===== src/design/ett_pkg.sv =====
// Package for the eased transition tween: shared codes, command and status types.
// Used by ett_ctrl, ett_dp and eased_transition_tween_core; depends on nothing.
package ett_pkg;

    // Command opcodes carried by an input word.
    localparam logic [2:0] OP_TICK        = 3'd0;
    localparam logic [2:0] OP_PLAY_FWD    = 3'd1;
    localparam logic [2:0] OP_PLAY_BACK   = 3'd2;
    localparam logic [2:0] OP_JUMP_HIDDEN = 3'd3;
    localparam logic [2:0] OP_JUMP_SHOWN  = 3'd4;

    // Easing curve codes.
    localparam logic [2:0] EASE_LINEAR   = 3'd0;
    localparam logic [2:0] EASE_IN_QUAD  = 3'd1;
    localparam logic [2:0] EASE_OUT_QUAD = 3'd2;
    localparam logic [2:0] EASE_IN_OUT   = 3'd3;
    localparam logic [2:0] EASE_OUT_BACK = 3'd4;

    // Configuration register indexes.
    localparam logic [2:0] REG_HIDDEN_TR    = 3'd0;
    localparam logic [2:0] REG_HIDDEN_SCALE = 3'd1;
    localparam logic [2:0] REG_HIDDEN_ALPHA = 3'd2;
    localparam logic [2:0] REG_SHOWN_TR     = 3'd3;
    localparam logic [2:0] REG_SHOWN_SCALE  = 3'd4;
    localparam logic [2:0] REG_SHOWN_ALPHA  = 3'd5;
    localparam logic [2:0] REG_DURATION     = 3'd6;
    localparam logic [2:0] REG_EASING       = 3'd7;

    // Register reset values.
    localparam logic [31:0] SCALE_RESET = 32'h0100_0100;
    localparam logic [7:0]  SHOWN_ALPHA_RESET = 8'hFF;

    // Interpolated channels, in processing order.
    localparam logic [2:0] CH_POS_X   = 3'd0;
    localparam logic [2:0] CH_POS_Y   = 3'd1;
    localparam logic [2:0] CH_SCALE_X = 3'd2;
    localparam logic [2:0] CH_SCALE_Y = 3'd3;
    localparam logic [2:0] CH_ALPHA   = 3'd4;
    localparam logic [2:0] CH_LAST    = CH_ALPHA;

    // Datapath operations.
    typedef enum logic [3:0] {
        DP_NOP,
        DP_ELAPSED,
        DP_PLAY,
        DP_JUMP,
        DP_FINISH,
        DP_DIV_INIT,
        DP_DIV_STEP,
        DP_SETU,
        DP_E_FROM_T,
        DP_E_FROM_M,
        DP_E_ONE_MINUS_M,
        DP_U2_FROM_M,
        DP_U3_FROM_M,
        DP_ACC_FROM_M,
        DP_E_OUTBACK,
        DP_LERP_LOAD
    } dp_op_t;

    // Multiplier operand sources.
    typedef enum logic [2:0] {
        SRC_T,
        SRC_U,
        SRC_U2,
        SRC_U3,
        SRC_C1,
        SRC_C1P,
        SRC_DIFF,
        SRC_E
    } mul_src_t;

    // Product scaling: shift right by FRAC_BITS-1, FRAC_BITS or FRAC_BITS+1.
    typedef enum logic [1:0] {
        SH_FM1,
        SH_F,
        SH_FP1
    } shift_t;

    // Controller to datapath command.
    typedef struct packed {
        dp_op_t     op;
        logic       lerp_store;
        mul_src_t   src_a;
        mul_src_t   src_b;
        shift_t     shift;
        logic       mul_load;
        logic [2:0] ch;
        logic       dir;
    } cmd_t;

    // Datapath to controller status.
    typedef struct packed {
        logic       running;
        logic       done;
        logic       t_half;
        logic [2:0] mode;
    } status_t;

endpackage


===== src/design/eased_transition_tween_core.sv =====
// Eased transition tween, top level: joins the controller and the datapath.
// Depends on ett_pkg, ett_ctrl and ett_dp.
//
// One command word in, one pose word out. Play, jump and ignored commands, and
// a tick while stopped, present their result straight after the decode state; a
// tick that completes the transition passes the completion check first. A running
// tick runs a bit-serial divider for the progress, then the easing multiplies (none
// for linear, one for the quadratic curves, four for out-back) and one multiply per
// channel for the five channels in turn, all on one shared, two-stage multiplier.
// A new word can be taken in the cycle after the previous result has been delivered.
// Configuration writes are always ready and must be made while the block is idle.
module eased_transition_tween_core #(
    parameter int FRAC_BITS = 16
) (
    input  logic               clk,
    input  logic               rst_n,
    input  logic               cfg_valid,
    output logic               cfg_ready,
    input  logic [2:0]         cfg_index,
    input  logic [47:0]        cfg_data,
    input  logic               in_valid,
    output logic               in_stall,
    input  logic [2:0]         opcode,
    input  logic [15:0]        delta_ticks,
    output logic               out_valid,
    input  logic               out_stall,
    output logic signed [23:0] pos_x,
    output logic signed [23:0] pos_y,
    output logic [15:0]        scale_x,
    output logic [15:0]        scale_y,
    output logic [7:0]         alpha_out,
    output logic               playing,
    output logic               heading_shown
);

    ett_pkg::cmd_t    cmd;
    ett_pkg::status_t status;
    logic             in_accept;

    assign cfg_ready = 1'b1;
    assign in_accept = in_valid & ~in_stall;

    // Sequencer.
    ett_ctrl #(
        .FRAC_BITS (FRAC_BITS)
    ) u_ctrl (
        .clk       (clk),
        .rst_n     (rst_n),
        .in_valid  (in_valid),
        .in_stall  (in_stall),
        .opcode    (opcode),
        .out_valid (out_valid),
        .out_stall (out_stall),
        .status    (status),
        .cmd       (cmd)
    );

    // Arithmetic and state.
    ett_dp #(
        .FRAC_BITS (FRAC_BITS)
    ) u_dp (
        .clk           (clk),
        .rst_n         (rst_n),
        .cfg_valid     (cfg_valid),
        .cfg_index     (cfg_index),
        .cfg_data      (cfg_data),
        .in_accept     (in_accept),
        .delta_ticks   (delta_ticks),
        .cmd           (cmd),
        .status        (status),
        .pos_x         (pos_x),
        .pos_y         (pos_y),
        .scale_x       (scale_x),
        .scale_y       (scale_y),
        .alpha_out     (alpha_out),
        .playing       (playing),
        .heading_shown (heading_shown)
    );

endmodule


===== src/design/ett_ctrl.sv =====
// Controller state machine of the eased transition tween.
// Depends on ett_pkg; drives ett_dp through cmd_t and reads status_t.
module ett_ctrl #(
    parameter int FRAC_BITS = 16
) (
    input  logic              clk,
    input  logic              rst_n,
    input  logic              in_valid,
    output logic              in_stall,
    input  logic [2:0]        opcode,
    output logic              out_valid,
    input  logic              out_stall,
    input  ett_pkg::status_t  status,
    output ett_pkg::cmd_t     cmd
);

    localparam int CW = $clog2(FRAC_BITS + 1);

    typedef enum logic [3:0] {
        S_IDLE,
        S_DECODE,
        S_CHECK,
        S_DIV,
        S_EASE0,
        S_EASE1,
        S_MLOAD,
        S_MW1,
        S_MW2,
        S_MUSE,
        S_LERP_LOAD,
        S_OUT
    } state_t;

    state_t      state_reg, state_next;
    logic [2:0]  op_reg, op_next;
    logic [CW-1:0] cnt_reg, cnt_next;
    logic [1:0]  jstep_reg, jstep_next;
    logic [2:0]  ch_reg, ch_next;
    logic        lerp_reg, lerp_next;

    assign in_stall  = (state_reg != S_IDLE);
    assign out_valid = (state_reg == S_OUT);

    // Next state and command decode.
    always_comb
    begin
        state_next = state_reg;
        op_next    = op_reg;
        cnt_next   = cnt_reg;
        jstep_next = jstep_reg;
        ch_next    = ch_reg;
        lerp_next  = lerp_reg;
        cmd.op         = ett_pkg::DP_NOP;
        cmd.lerp_store = 1'b0;
        cmd.src_a      = ett_pkg::SRC_T;
        cmd.src_b      = ett_pkg::SRC_T;
        cmd.shift      = ett_pkg::SH_F;
        cmd.mul_load   = 1'b0;
        cmd.ch         = ch_reg;
        cmd.dir        = 1'b0;
        case (state_reg)
            S_IDLE:
            begin
                if (in_valid)
                begin
                    op_next    = opcode;
                    state_next = S_DECODE;
                end
            end
            S_DECODE:
            begin
                state_next = S_OUT;
                case (op_reg)
                    ett_pkg::OP_TICK:
                    begin
                        if (status.running)
                        begin
                            cmd.op     = ett_pkg::DP_ELAPSED;
                            state_next = S_CHECK;
                        end
                    end
                    ett_pkg::OP_PLAY_FWD:
                    begin
                        cmd.op  = ett_pkg::DP_PLAY;
                        cmd.dir = 1'b1;
                    end
                    ett_pkg::OP_PLAY_BACK:
                    begin
                        cmd.op  = ett_pkg::DP_PLAY;
                        cmd.dir = 1'b0;
                    end
                    ett_pkg::OP_JUMP_HIDDEN:
                    begin
                        cmd.op  = ett_pkg::DP_JUMP;
                        cmd.dir = 1'b0;
                    end
                    ett_pkg::OP_JUMP_SHOWN:
                    begin
                        cmd.op  = ett_pkg::DP_JUMP;
                        cmd.dir = 1'b1;
                    end
                    default:
                    begin
                        cmd.op = ett_pkg::DP_NOP;
                    end
                endcase
            end
            S_CHECK:
            begin
                if (status.done)
                begin
                    cmd.op     = ett_pkg::DP_FINISH;
                    state_next = S_OUT;
                end
                else
                begin
                    cmd.op     = ett_pkg::DP_DIV_INIT;
                    cnt_next   = '0;
                    state_next = S_DIV;
                end
            end
            S_DIV:
            begin
                cmd.op = ett_pkg::DP_DIV_STEP;
                if (cnt_reg == CW'(FRAC_BITS - 1))
                begin
                    state_next = S_EASE0;
                end
                else
                begin
                    cnt_next = cnt_reg + 1'b1;
                end
            end
            S_EASE0:
            begin
                cmd.op     = ett_pkg::DP_SETU;
                state_next = S_EASE1;
            end
            S_EASE1:
            begin
                jstep_next = '0;
                lerp_next  = 1'b0;
                case (status.mode)
                    ett_pkg::EASE_IN_QUAD, ett_pkg::EASE_OUT_QUAD,
                    ett_pkg::EASE_IN_OUT, ett_pkg::EASE_OUT_BACK:
                    begin
                        state_next = S_MLOAD;
                    end
                    default:
                    begin
                        cmd.op     = ett_pkg::DP_E_FROM_T;
                        ch_next    = ett_pkg::CH_POS_X;
                        state_next = S_LERP_LOAD;
                    end
                endcase
            end
            S_MLOAD:
            begin
                cmd.mul_load = 1'b1;
                state_next   = S_MW1;
                if (lerp_reg)
                begin
                    cmd.src_a = ett_pkg::SRC_DIFF;
                    cmd.src_b = ett_pkg::SRC_E;
                end
                else
                begin
                    case (status.mode)
                        ett_pkg::EASE_OUT_QUAD:
                        begin
                            cmd.src_a = ett_pkg::SRC_U;
                            cmd.src_b = ett_pkg::SRC_U;
                        end
                        ett_pkg::EASE_IN_OUT:
                        begin
                            if (status.t_half)
                            begin
                                cmd.shift = ett_pkg::SH_FM1;
                            end
                            else
                            begin
                                cmd.src_a = ett_pkg::SRC_U;
                                cmd.src_b = ett_pkg::SRC_U;
                                cmd.shift = ett_pkg::SH_FP1;
                            end
                        end
                        ett_pkg::EASE_OUT_BACK:
                        begin
                            case (jstep_reg)
                                2'd0:
                                begin
                                    cmd.src_a = ett_pkg::SRC_U;
                                    cmd.src_b = ett_pkg::SRC_U;
                                end
                                2'd1:
                                begin
                                    cmd.src_a = ett_pkg::SRC_U2;
                                    cmd.src_b = ett_pkg::SRC_U;
                                end
                                2'd2:
                                begin
                                    cmd.src_a = ett_pkg::SRC_C1P;
                                    cmd.src_b = ett_pkg::SRC_U3;
                                end
                                default:
                                begin
                                    cmd.src_a = ett_pkg::SRC_C1;
                                    cmd.src_b = ett_pkg::SRC_U2;
                                end
                            endcase
                        end
                        default:
                        begin
                            cmd.src_a = ett_pkg::SRC_T;
                            cmd.src_b = ett_pkg::SRC_T;
                        end
                    endcase
                end
            end
            S_MW1:
            begin
                state_next = S_MW2;
            end
            S_MW2:
            begin
                state_next = S_MUSE;
            end
            S_MUSE:
            begin
                if (lerp_reg)
                begin
                    cmd.lerp_store = 1'b1;
                    if (ch_reg == ett_pkg::CH_LAST)
                    begin
                        state_next = S_OUT;
                    end
                    else
                    begin
                        ch_next    = ch_reg + 1'b1;
                        state_next = S_LERP_LOAD;
                    end
                end
                else
                begin
                    // Default: the curve is complete, move on to the channels.
                    ch_next    = ett_pkg::CH_POS_X;
                    state_next = S_LERP_LOAD;
                    case (status.mode)
                        ett_pkg::EASE_OUT_QUAD:
                        begin
                            cmd.op = ett_pkg::DP_E_ONE_MINUS_M;
                        end
                        ett_pkg::EASE_IN_OUT:
                        begin
                            cmd.op = status.t_half ? ett_pkg::DP_E_FROM_M
                                                   : ett_pkg::DP_E_ONE_MINUS_M;
                        end
                        ett_pkg::EASE_OUT_BACK:
                        begin
                            case (jstep_reg)
                                2'd0:
                                begin
                                    cmd.op = ett_pkg::DP_U2_FROM_M;
                                end
                                2'd1:
                                begin
                                    cmd.op = ett_pkg::DP_U3_FROM_M;
                                end
                                2'd2:
                                begin
                                    cmd.op = ett_pkg::DP_ACC_FROM_M;
                                end
                                default:
                                begin
                                    cmd.op = ett_pkg::DP_E_OUTBACK;
                                end
                            endcase
                            if (jstep_reg != 2'd3)
                            begin
                                jstep_next = jstep_reg + 1'b1;
                                state_next = S_MLOAD;
                            end
                        end
                        default:
                        begin
                            cmd.op = ett_pkg::DP_E_FROM_M;
                        end
                    endcase
                end
            end
            S_LERP_LOAD:
            begin
                cmd.op     = ett_pkg::DP_LERP_LOAD;
                lerp_next  = 1'b1;
                state_next = S_MLOAD;
            end
            S_OUT:
            begin
                if (!out_stall)
                begin
                    state_next = S_IDLE;
                end
            end
            default:
            begin
                state_next = S_IDLE;
            end
        endcase
    end

    // State and sequencing registers.
    always_ff @(posedge clk or negedge rst_n)
    begin
        if (!rst_n)
        begin
            state_reg <= S_IDLE;
            op_reg    <= '0;
            cnt_reg   <= '0;
            jstep_reg <= '0;
            ch_reg    <= '0;
            lerp_reg  <= 1'b0;
        end
        else
        begin
            state_reg <= state_next;
            op_reg    <= op_next;
            cnt_reg   <= cnt_next;
            jstep_reg <= jstep_next;
            ch_reg    <= ch_next;
            lerp_reg  <= lerp_next;
        end
    end

`ifndef SYNTHESIS
    // A result is never shown while a new word could be taken.
    assert property (@(posedge clk) disable iff (!rst_n) out_valid |-> in_stall)
        else $error("ett_ctrl: result valid while input open");

    // An accepted word is decoded on the next cycle.
    assert property (@(posedge clk) disable iff (!rst_n)
        (in_valid && !in_stall) |=> (state_reg == S_DECODE))
        else $error("ett_ctrl: accepted word not decoded");

    // The divider runs exactly FRAC_BITS steps before easing.
    assert property (@(posedge clk) disable iff (!rst_n)
        (state_reg == S_DIV && cnt_reg == CW'(FRAC_BITS - 1)) |=> (state_reg == S_EASE0))
        else $error("ett_ctrl: divider step count wrong");

    // The channel index stays within the channel list.
    assert property (@(posedge clk) disable iff (!rst_n) ch_reg <= ett_pkg::CH_LAST)
        else $error("ett_ctrl: channel index out of range");
`endif

endmodule


===== src/design/ett_dp.sv =====
// Datapath of the eased transition tween: registers, serial divider, shared multiplier.
// Depends on ett_pkg; sequenced by ett_ctrl.
module ett_dp #(
    parameter int FRAC_BITS = 16
) (
    input  logic                clk,
    input  logic                rst_n,
    input  logic                cfg_valid,
    input  logic [2:0]          cfg_index,
    input  logic [47:0]         cfg_data,
    input  logic                in_accept,
    input  logic [15:0]         delta_ticks,
    input  ett_pkg::cmd_t       cmd,
    output ett_pkg::status_t    status,
    output logic signed [23:0]  pos_x,
    output logic signed [23:0]  pos_y,
    output logic [15:0]         scale_x,
    output logic [15:0]         scale_y,
    output logic [7:0]          alpha_out,
    output logic                playing,
    output logic                heading_shown
);

    localparam int MW = (FRAC_BITS + 4 > 28) ? FRAC_BITS + 4 : 28;
    localparam int PW = 2 * MW;
    localparam logic signed [MW-1:0] ONE = MW'(64'd1 << FRAC_BITS);
    localparam longint unsigned C1_FULL =
        ((64'd170158 << FRAC_BITS) + 64'd50000) / 64'd100000;
    localparam logic signed [MW-1:0] C1  = MW'(C1_FULL);
    localparam logic signed [MW-1:0] C1P = C1 + ONE;
    localparam logic signed [MW:0] POS_MAX = (MW+1)'(8388607);
    localparam logic signed [MW:0] POS_MIN = (MW+1)'(-8388608);
    localparam logic signed [MW:0] SCL_MAX = (MW+1)'(65535);
    localparam logic signed [MW:0] ALP_MAX = (MW+1)'(255);

    // Configuration registers.
    logic [47:0] htr_reg, str_reg;
    logic [31:0] hsc_reg, ssc_reg;
    logic [7:0]  hal_reg, sal_reg;
    logic [31:0] dur_reg;
    logic [2:0]  mode_reg;

    // Pose state.
    logic [31:0]        elapsed_reg;
    logic               running_reg, dir_reg;
    logic signed [23:0] posx_reg, posy_reg;
    logic [15:0]        sclx_reg, scly_reg;
    logic [7:0]         alpha_reg;

    // Work registers.
    logic [15:0]          delta_reg;
    logic [31:0]          rem_reg;
    logic [FRAC_BITS-1:0] t_reg;
    logic signed [MW-1:0] u_reg, u2_reg, u3_reg, acc_reg, e_reg, from_reg, diff_reg;
    logic signed [MW-1:0] a_reg, b_reg, mres_reg;
    ett_pkg::shift_t      sha_reg, shp_reg;
    logic [PW-1:0]        prod_reg;
    logic                 neg_reg;

    logic [31:0]          dur_eff;
    logic [32:0]          sum_el;
    logic [31:0]          el_sat;
    logic [32:0]          r2;
    logic [32:0]          r2_sub;
    logic                 r2_ge;
    logic signed [MW-1:0] t_ext;
    logic                 pose_shown;
    logic [47:0]          pose_tr;
    logic [31:0]          pose_sc;
    logic [7:0]           pose_al;
    logic [47:0]          ftr, ttr;
    logic [31:0]          fsc, tsc;
    logic [7:0]           fal, tal;
    logic signed [MW-1:0] from_val, to_val;
    logic signed [MW-1:0] a_val, b_val;
    logic [MW-1:0]        a_mag, b_mag;
    logic [5:0]           sh_amt;
    logic [PW:0]          rsum, rshift;
    logic [MW-1:0]        rmag;
    logic signed [MW:0]   lsum;

    assign pos_x         = posx_reg;
    assign pos_y         = posy_reg;
    assign scale_x       = sclx_reg;
    assign scale_y       = scly_reg;
    assign alpha_out     = alpha_reg;
    assign playing       = running_reg;
    assign heading_shown = dir_reg;

    // Elapsed time, completion check and divider step.
    assign dur_eff = (dur_reg == 32'd0) ? 32'd1 : dur_reg;
    assign sum_el  = {1'b0, elapsed_reg} + {17'd0, delta_reg};
    assign el_sat  = sum_el[32] ? 32'hFFFF_FFFF : sum_el[31:0];
    assign r2      = {rem_reg, 1'b0};
    assign r2_ge   = (r2 >= {1'b0, dur_eff});
    assign r2_sub  = r2 - {1'b0, dur_eff};
    assign t_ext   = MW'({1'b0, t_reg});

    assign status.running = running_reg;
    assign status.done    = (elapsed_reg >= dur_eff);
    assign status.t_half  = ~t_reg[FRAC_BITS-1];
    assign status.mode    = mode_reg;

    // End pose selection for play, jump and finish.
    always_comb
    begin
        case (cmd.op)
            ett_pkg::DP_PLAY:
            begin
                pose_shown = (dur_reg != 32'd0) ? ~cmd.dir : cmd.dir;
            end
            ett_pkg::DP_JUMP:
            begin
                pose_shown = cmd.dir;
            end
            default:
            begin
                pose_shown = dir_reg;
            end
        endcase
    end

    assign pose_tr = pose_shown ? str_reg : htr_reg;
    assign pose_sc = pose_shown ? ssc_reg : hsc_reg;
    assign pose_al = pose_shown ? sal_reg : hal_reg;

    // Start and end values of the channel being interpolated.
    assign ftr = dir_reg ? htr_reg : str_reg;
    assign ttr = dir_reg ? str_reg : htr_reg;
    assign fsc = dir_reg ? hsc_reg : ssc_reg;
    assign tsc = dir_reg ? ssc_reg : hsc_reg;
    assign fal = dir_reg ? hal_reg : sal_reg;
    assign tal = dir_reg ? sal_reg : hal_reg;

    always_comb
    begin
        case (cmd.ch)
            ett_pkg::CH_POS_X:
            begin
                from_val = MW'(signed'(ftr[23:0]));
                to_val   = MW'(signed'(ttr[23:0]));
            end
            ett_pkg::CH_POS_Y:
            begin
                from_val = MW'(signed'(ftr[47:24]));
                to_val   = MW'(signed'(ttr[47:24]));
            end
            ett_pkg::CH_SCALE_X:
            begin
                from_val = MW'({1'b0, fsc[15:0]});
                to_val   = MW'({1'b0, tsc[15:0]});
            end
            ett_pkg::CH_SCALE_Y:
            begin
                from_val = MW'({1'b0, fsc[31:16]});
                to_val   = MW'({1'b0, tsc[31:16]});
            end
            default:
            begin
                from_val = MW'({1'b0, fal});
                to_val   = MW'({1'b0, tal});
            end
        endcase
    end

    // Multiplier operand selection.
    always_comb
    begin
        case (cmd.src_a)
            ett_pkg::SRC_T:    a_val = t_ext;
            ett_pkg::SRC_U:    a_val = u_reg;
            ett_pkg::SRC_U2:   a_val = u2_reg;
            ett_pkg::SRC_U3:   a_val = u3_reg;
            ett_pkg::SRC_C1:   a_val = C1;
            ett_pkg::SRC_C1P:  a_val = C1P;
            ett_pkg::SRC_DIFF: a_val = diff_reg;
            default:           a_val = e_reg;
        endcase
    end

    always_comb
    begin
        case (cmd.src_b)
            ett_pkg::SRC_T:    b_val = t_ext;
            ett_pkg::SRC_U:    b_val = u_reg;
            ett_pkg::SRC_U2:   b_val = u2_reg;
            ett_pkg::SRC_U3:   b_val = u3_reg;
            ett_pkg::SRC_C1:   b_val = C1;
            ett_pkg::SRC_C1P:  b_val = C1P;
            ett_pkg::SRC_DIFF: b_val = diff_reg;
            default:           b_val = e_reg;
        endcase
    end

    // Sign-magnitude product, then rounding half away from zero.
    assign a_mag = a_reg[MW-1] ? MW'(-a_reg) : MW'(a_reg);
    assign b_mag = b_reg[MW-1] ? MW'(-b_reg) : MW'(b_reg);

    always_comb
    begin
        case (shp_reg)
            ett_pkg::SH_FM1: sh_amt = 6'(FRAC_BITS - 1);
            ett_pkg::SH_FP1: sh_amt = 6'(FRAC_BITS + 1);
            default:         sh_amt = 6'(FRAC_BITS);
        endcase
    end

    assign rsum   = {1'b0, prod_reg} + ((PW+1)'(1) << (sh_amt - 6'd1));
    assign rshift = rsum >> sh_amt;
    assign rmag   = rshift[MW-1:0];
    assign lsum   = (MW+1)'(from_reg) + (MW+1)'(mres_reg);

    // Configuration and pose state.
    always_ff @(posedge clk or negedge rst_n)
    begin
        if (!rst_n)
        begin
            htr_reg     <= '0;
            hsc_reg     <= ett_pkg::SCALE_RESET;
            hal_reg     <= '0;
            str_reg     <= '0;
            ssc_reg     <= ett_pkg::SCALE_RESET;
            sal_reg     <= ett_pkg::SHOWN_ALPHA_RESET;
            dur_reg     <= '0;
            mode_reg    <= ett_pkg::EASE_LINEAR;
            elapsed_reg <= '0;
            running_reg <= 1'b0;
            dir_reg     <= 1'b0;
            posx_reg    <= '0;
            posy_reg    <= '0;
            sclx_reg    <= '0;
            scly_reg    <= '0;
            alpha_reg   <= '0;
        end
        else
        begin
            if (cfg_valid)
            begin
                case (cfg_index)
                    ett_pkg::REG_HIDDEN_TR:    htr_reg  <= cfg_data;
                    ett_pkg::REG_HIDDEN_SCALE: hsc_reg  <= cfg_data[31:0];
                    ett_pkg::REG_HIDDEN_ALPHA: hal_reg  <= cfg_data[7:0];
                    ett_pkg::REG_SHOWN_TR:     str_reg  <= cfg_data;
                    ett_pkg::REG_SHOWN_SCALE:  ssc_reg  <= cfg_data[31:0];
                    ett_pkg::REG_SHOWN_ALPHA:  sal_reg  <= cfg_data[7:0];
                    ett_pkg::REG_DURATION:     dur_reg  <= cfg_data[31:0];
                    default:                   mode_reg <= cfg_data[2:0];
                endcase
            end
            case (cmd.op)
                ett_pkg::DP_ELAPSED:
                begin
                    elapsed_reg <= el_sat;
                end
                ett_pkg::DP_PLAY, ett_pkg::DP_JUMP, ett_pkg::DP_FINISH:
                begin
                    if (cmd.op != ett_pkg::DP_FINISH)
                    begin
                        dir_reg     <= cmd.dir;
                        elapsed_reg <= '0;
                    end
                    running_reg <= (cmd.op == ett_pkg::DP_PLAY) && (dur_reg != 32'd0);
                    posx_reg    <= pose_tr[23:0];
                    posy_reg    <= pose_tr[47:24];
                    sclx_reg    <= pose_sc[15:0];
                    scly_reg    <= pose_sc[31:16];
                    alpha_reg   <= pose_al;
                end
                default:
                begin
                end
            endcase
            // Saturated write-back of one interpolated channel.
            if (cmd.lerp_store)
            begin
                case (cmd.ch)
                    ett_pkg::CH_POS_X, ett_pkg::CH_POS_Y:
                    begin
                        if (cmd.ch == ett_pkg::CH_POS_X)
                        begin
                            posx_reg <= (lsum > POS_MAX) ? 24'h7F_FFFF :
                                        (lsum < POS_MIN) ? 24'h80_0000 : lsum[23:0];
                        end
                        else
                        begin
                            posy_reg <= (lsum > POS_MAX) ? 24'h7F_FFFF :
                                        (lsum < POS_MIN) ? 24'h80_0000 : lsum[23:0];
                        end
                    end
                    ett_pkg::CH_SCALE_X:
                    begin
                        sclx_reg <= lsum[MW] ? 16'd0 :
                                    (lsum > SCL_MAX) ? 16'hFFFF : lsum[15:0];
                    end
                    ett_pkg::CH_SCALE_Y:
                    begin
                        scly_reg <= lsum[MW] ? 16'd0 :
                                    (lsum > SCL_MAX) ? 16'hFFFF : lsum[15:0];
                    end
                    default:
                    begin
                        alpha_reg <= lsum[MW] ? 8'd0 :
                                     (lsum > ALP_MAX) ? 8'hFF : lsum[7:0];
                    end
                endcase
            end
        end
    end

    // Divider, easing and multiplier work registers.
    always_ff @(posedge clk)
    begin
        if (in_accept)
        begin
            delta_reg <= delta_ticks;
        end
        case (cmd.op)
            ett_pkg::DP_DIV_INIT:
            begin
                rem_reg <= elapsed_reg;
                t_reg   <= '0;
            end
            ett_pkg::DP_DIV_STEP:
            begin
                rem_reg <= r2_ge ? r2_sub[31:0] : r2[31:0];
                t_reg   <= {t_reg[FRAC_BITS-2:0], r2_ge};
            end
            ett_pkg::DP_SETU:
            begin
                case (mode_reg)
                    ett_pkg::EASE_IN_OUT:   u_reg <= (ONE <<< 1) - (t_ext <<< 1);
                    ett_pkg::EASE_OUT_BACK: u_reg <= t_ext - ONE;
                    default:                u_reg <= ONE - t_ext;
                endcase
            end
            ett_pkg::DP_E_FROM_T:      e_reg   <= t_ext;
            ett_pkg::DP_E_FROM_M:      e_reg   <= mres_reg;
            ett_pkg::DP_E_ONE_MINUS_M: e_reg   <= ONE - mres_reg;
            ett_pkg::DP_U2_FROM_M:     u2_reg  <= mres_reg;
            ett_pkg::DP_U3_FROM_M:     u3_reg  <= mres_reg;
            ett_pkg::DP_ACC_FROM_M:    acc_reg <= mres_reg;
            ett_pkg::DP_E_OUTBACK:     e_reg   <= ONE + acc_reg + mres_reg;
            ett_pkg::DP_LERP_LOAD:
            begin
                from_reg <= from_val;
                diff_reg <= to_val - from_val;
            end
            default:
            begin
            end
        endcase
        if (cmd.mul_load)
        begin
            a_reg   <= a_val;
            b_reg   <= b_val;
            sha_reg <= cmd.shift;
        end
        prod_reg <= PW'(a_mag) * PW'(b_mag);
        neg_reg  <= a_reg[MW-1] ^ b_reg[MW-1];
        shp_reg  <= sha_reg;
        mres_reg <= neg_reg ? -signed'(rmag) : signed'(rmag);
    end

endmodule

===== config.mk =====
export PLATFORM = sky130hd
export DESIGN_NAME = eased_transition_tween_core
export DESIGN_NICKNAME = d
export VERILOG_FILES = /design/src/design/ett_pkg.sv /design/src/design/eased_transition_tween_core.sv /design/src/design/ett_ctrl.sv /design/src/design/ett_dp.sv
export SDC_FILE = /design/constraint.sdc
export NUM_CORES = 2
export LEC_CHECK = 0
export ABC_AREA = 1
export BUFFER_PORTS_ARGS = -buffer_cell sky130_fd_sc_hd__buf_2
export CAP_MARGIN = 10
export CELL_PAD_IN_SITES_DETAIL_PLACEMENT = 0
export CELL_PAD_IN_SITES_GLOBAL_PLACEMENT = 2
export CORE_MARGIN = 2
export CORE_UTILIZATION = 33
export CTS_CLUSTER_SIZE = 14
export DETAILED_ROUTE_END_ITERATION = 10
export GPL_ROUTABILITY_DRIVEN = 0
export PLACE_DENSITY = 0.7
export SLEW_MARGIN = 20
export SYNTH_ARGS = -nofsm -noshare
export SYNTH_HDL_FRONTEND = slang
export SYNTH_SLANG_ARGS = --single-unit

===== constraint.sdc =====
create_clock -name clk -period 17.2 [get_ports clk]
set_input_delay 2.58 -clock clk [delete_from_list [all_inputs] [get_ports clk]]
set_output_delay 2.58 -clock clk [all_outputs]
set_load 0.02 [all_outputs]

# --- Word level (Yosys, flattened, before mapping) ---
# Index checks and enable logic that the tools add are counted.
op_classes:
  addsub: 18
  n_mul: 1
  div: 0
  order_cmp: 6
  eq_ne: 73
  shift: 2
  muxes: 96
  bitwise: 7
  n_reduce_logical: 42
ops:
  columns: ["cell", "count"]
  rows:
  - ["$pmux 28 s7", 2]
  - ["$pmux 28 s4", 3]
  - ["$mux 24", 10]
  - ["$mux 32", 7]
  - ["$mux 48", 3]
  - ["$mux 16", 8]
  - ["$pmux 32 s2", 2]
  - ["$mux 28", 3]
  - ["$neg 28->28", 3]
  - ["$mux 8", 8]
  - ["$add 56x57->57", 1]
  - ["$shl 1x6->57 const A", 1]
  - ["$shr 57x5->28", 1]
  - ["$mul 28x28->56", 1]
  - ["$pmux 28 s2", 1]
  - ["$mux 4", 13]
  - ["$eq 4x4->1 const B", 12]
  - ["$pmux 4 s12", 1]
  - ["$eq 3x2->1 const B", 12]
  - ["$eq 3x3->1 const B", 12]
  - ["$pmux 6 s3", 2]
  - ["$add 32x16->33", 1]
  - ["$ge 33x32->1", 1]
  - ["$eq 4x3->1 const B", 8]
  - ["60 further kinds", 129]
word_totals:
  ff_bits: 756
  latch_bits: 0
  mem_bits_rw: 0
  mem_bits_ro: 0
  in_bits: 75
  out_inout_bits: 93
  mem_count: 0

# --- Logic depth before layout (Yosys ltp) ---
depth:
  ltp_word: 12
  ltp_mapped: 45
  ltp_nobuf: 43

# --- Modules after synthesis ---
# From an unflattened synthesis, not the netlist that was laid out.
unflattened:
  hier_cells: 9241
  area_unflattened_um2: 70561.4
by_module_without_submodules:
  columns: ["mod", "n_inst", "cells_each", "area_per_inst_um2"]
  rows:
  - ["ett_dp", 1, 9020, 69128.8]
  - ["ett_ctrl", 1, 217, 1411.4]
  - ["eased_transition_tween_core", 1, 4, 21.3]

# --- Worst setup path before layout ---
# OpenSTA, ideal clock, no wires.
synth_timing:
  path_kind: "reg-to-reg"
  startpoint: "register u_dp.a_reg[0]"
  endpoint: "register u_dp.prod_reg[43]"
  setup_ps: 119
  arrival_ps: 7683
  t_required_ps: 17081
  slack_ps: 9399
  stages_incl_launch_ff: 46
  synth_period_minus_slack_ps: 7801
  path_cell_list: "edfxtp_1 inv_1 clkbuf_1 ha_1 inv_1 nor2_1 inv_1 nor2_1 inv_1 nor2_1 inv_1 nor2_1 inv_1 nor2_1 nand3_1 nand3_1 nand2_1 inv_1 [10 not listed] fa_1 inv_1 fa_1 inv_1 ha_1 a21oi_1 inv_1 a31oi_1 inv_1 nor2_1 o21ai_0 a21oi_1 o21ai_0 nand2_1 nand2_1 nand2_1 nand2_1 xor2_1"
synth_between:
  elab_chain_cells: 3
synth_lines:
  columns: ["element", "line_no", "rtl"]
  rows:
  - ["start: declaration", "ett_dp.sv:55", "logic signed [MW-1:0] a_reg, b_reg, mres_reg;"]
  - ["start signal: assignment", "ett_dp.sv:354", "a_reg <= a_val;"]
  - ["$neg 28->28", "ett_dp.sv:196", "assign a_mag = a_reg[MW-1] ? MW'(-a_reg) : MW'(a_reg);"]
  - ["$mux 28 (*)", "ett_dp.sv:196", null]
  - ["$mul 28x28->56 (*)", "ett_dp.sv:358", "prod_reg <= PW'(a_mag) * PW'(b_mag);"]
  - ["end signal: assignment", "ett_dp.sv:358", null]
  - ["end: declaration", "ett_dp.sv:57", "logic [PW-1:0] prod_reg;"]
# Every way passes the cells marked *; elsewhere a longest branch is shown, timed or not.
# A chain may end at the register's enable or synchronous reset.

# --- Worst setup path after layout ---
# Same ends and word-level chain as after synthesis.

==> flow_summary.yaml <==
worst_setup_path:
  worst-endpoint-arrival_ns: 10.37
  path_class: "reg2reg"
  worstPathRequired_ns: 17.80
  worst_setup_path_end_kind: "register"
  critical_path.startpoint_type: "register"
  worst_path_most_repeated_cell: "nand2_1"
  worstPathMaxFanout: 20
  critPathMaxStageDelay_ns: 0.65
  critical_path_s_slowest_cell: "edfxtp_1"
detailed_routing:
  drtAntennaViolNets: 0
  met3_wirelength_um: 13220
  vias: 63520
  met2_length_um: 141100
  route.detailed.vias_per_inst: 5.142
  drt-total-wl_um: 296500
  remaining_drc_errors: 0
  wirelength_met1_um: 128500
  avgRoutedWirePerCell_um: 24.00
  drt_pass1_iterations: 6
  drt_first_iter_violations: 5339
  top_signal_layer_used: "met5"
clocking:
  ctsHtreeMaxLevel: 3
  clock_tree.root_cell: "clkbuf_16"
  clk_pin_slew_ns: 0.06
  cts_resized: 0
  cts_tree: "built"
  clk_latency_ns: 0.75
  cts_made_buffers: 90
  clock_sink_count: 731
  postCtsSetupRepairBufs: 0
  hold_fix_buffer_count_after_cts: 0
  cts_max_path_buffers: 3
synthesis:
  synth_top_family_by_area: "adder cells"
  most_instantiated_library_cell_after_synthesis: "nand2_1"
  synth_seq_cells: 731
  ys.warnings.count: 0
  postSynth.topFlopCell: "dfrtp_1"
  synth_mux_area_share_pct: 0
  post-synth-top-area-cell: "fa_1"
  most_used_standard_cells_in_the_synthesized_netlist: "nand2_1, inv_1, nor2_1"
  instance_count_of_the_mapped_netlist: 9382
  post_synth.cell_area_avg_um2: 7.607
  synthAdderAreaFrac_pct: 24.95
  mappedNetlistArea_um2: 71370
  edff_count_synth: 305
  synth_area_leaders: "fa_1, edfxtp_1, dfrtp_1"
  synthXorXnorAreaFrac_pct: 2.444
  synthArstFlopShare_pct: 48.02
  synth_compound_gate_area_share_pct: 11.18
  synth.yosys.seq_area_share_pct: 27.26
  portion_of_synthesized_cell_area_occupied_by_the_leading_cell_type_pct: 17.87
  synth.distinct_cells: 72
  synth-simple-area-share_pct: 22.89
flow_run:
  maxCapViolCount: 0
sta:
  setup_total_neg_slack_ns: 0
  layout_min_cycle_time_ns: 9.772
  final_hold_viol_count: 0
  slew_headroom_pct: 24.11
  tightest_slew_ns: 1.126
  timing_max_transition_violations_final: 0
  fin_crit_sh_pct: 56.81
  setup_violations: 0
  unrepaired_setup_endpoints_after_global_routing: "false"
  fin_skew_ns: 0.07968
  max_freq_mhz: 102.3
layout:
  proportion_of_layout_cells_with_a_drive_suffix_above_1_pct: 6.757
  insertedDiodeCount: 0
  area_delta_synth_final_pct: 10.14
  fin_nets: 10560
  layout.cell_area.non_filler_um2: 78610
placement:
  hpwl_um: 233500
  io_buffers: 166
  dpl-instance-area_um2: 75460
global_routing:
  globalRouteOverflowTotal: 0
  groute.usage.overall_pct: 26.95
  grt_pass1_vias: 64460
  grt_first_pass_wirelength_um: 438600
  antenna_found_initial: 3
  grt_start_max_net_pins: 137
floorplan:
  row_count: 170
  initial_utilization_pct: 33.22
  die_x_um: 469.1
  die_h_um: 469.1
  pin_count: 168
  fp.coreArea_um2: 214800
  floorplan.die_area_um2: 220000
outcome:
  run_status: "finished clean"
min_path:
  hold_class: "reg2reg"
-- through the flow --
stage	setup slack, ns	std cells	hold slack [ns]	utilization (%)
after floorplan	9.399	9424	0.3233	-
after global routing	6.593	12350	0.3936	36.59
after global placement	7.742	12190	0.3507	35.12
final	7.428	12350	0.3747	36.59
after detailed placement	7.606	12190	0.3632	35.12
after CTS	7.489	12350	0.3770	36.58
-- metal layers --
layer | vias to the layer above | GRT usage [%]
li1 | 29740 | -
met1 | 31540 | 35.24
met2 | 1849 | 45.71
met3 | 394 | 2.672
met4 | 2 | 10.65
met5 | - | 0
-- kinds of logic after synthesis --
group	after synthesis
simple gates	3894
buf+inv	2103
compound gates	1417
fa+ha+maj	1041
flops	731
xor+xnor	194
other cells	2
-- worst paths after layout --
path                                      endpoint  cells after the start            start  slack [ns]
max in group asynchronous       u_dp.heading_shown                      3            rst_n       13.04
worst min register to register     u_dp.shp_reg[0]                      0  u_dp.sha_reg[0]        0.37
worst max-delay path             u_dp.prod_reg[43]                     41    u_dp.a_reg[0]        7.43
min in group asynchronous           u_dp.pos_y[12]                      1            rst_n        1.87
worst max register to register   u_dp.prod_reg[43]                     41    u_dp.a_reg[0]        7.43
worst min-delay path               u_dp.shp_reg[0]                      0  u_dp.sha_reg[0]        0.37
-- placed cells by master (no fill, tap or decap), types with 25 or more instances in the layout --
master / netlist / layout
xor2_1: 136 / 128
xnor2_1: 55 / 54
a21oi_1: 394 / 394
buf_2: 37 / 165
clkinv_1: 24 / 31
dfrtp_1: 339 / 338
edfxtp_1: 305 / 305
a31oi_1: 31 / 31
o22ai_1: 27 / 27
nor3_1: 57 / 56
nand3_1: 572 / 569
o2111ai_1: 26 / 26
nand3b_1: 34 / 34
fa_1: 637 / 637
nand4_1: 81 / 81
dfxtp_1: 75 / 75
nand2_1: 2203 / 2197
ha_1: 404 / 404
nor2_1: 753 / 746
o221ai_1: 34 / 34
nor4_1: 26 / 26
o21ai_0: 682 / 681
clkinv_2: 1 / 25
conb_1: 2 / 44
buf_4: 10 / 99
inv_1: 1721 / 1719
clkbuf_16: 0 / 92
o211ai_1: 73 / 73
or2_2: 110 / 110
nor2_2: 20 / 25
-- layout make-up --
cell class                 instances  area [µm²]
clock buffer                     111        2444
clock inverter                    55       679.4
fill                           22980      136200
inverter                        1763        6625
multi-input combinational       6590       44240
sequential                       731       19460
tap                             2838        3551
timing repair buffer             266        1604
-- critical path, delay by kind of cell, from the launching register on --
family | cells | cell delay, ns
adders and majority gates | 8 | 4.01
and+or+nand+nor | 21 | 3.05
buffers and inverters | 9 | 1.17
DFF | 1 | 0.65
AOI/OAI and AO/OA | 2 | 0.60
xor gates and xnor gates | 1 | 0.15
Power is left out: the tool's default activity adds up to more than one toggle a clock period on the data nets, which glitch-free logic cannot reach.
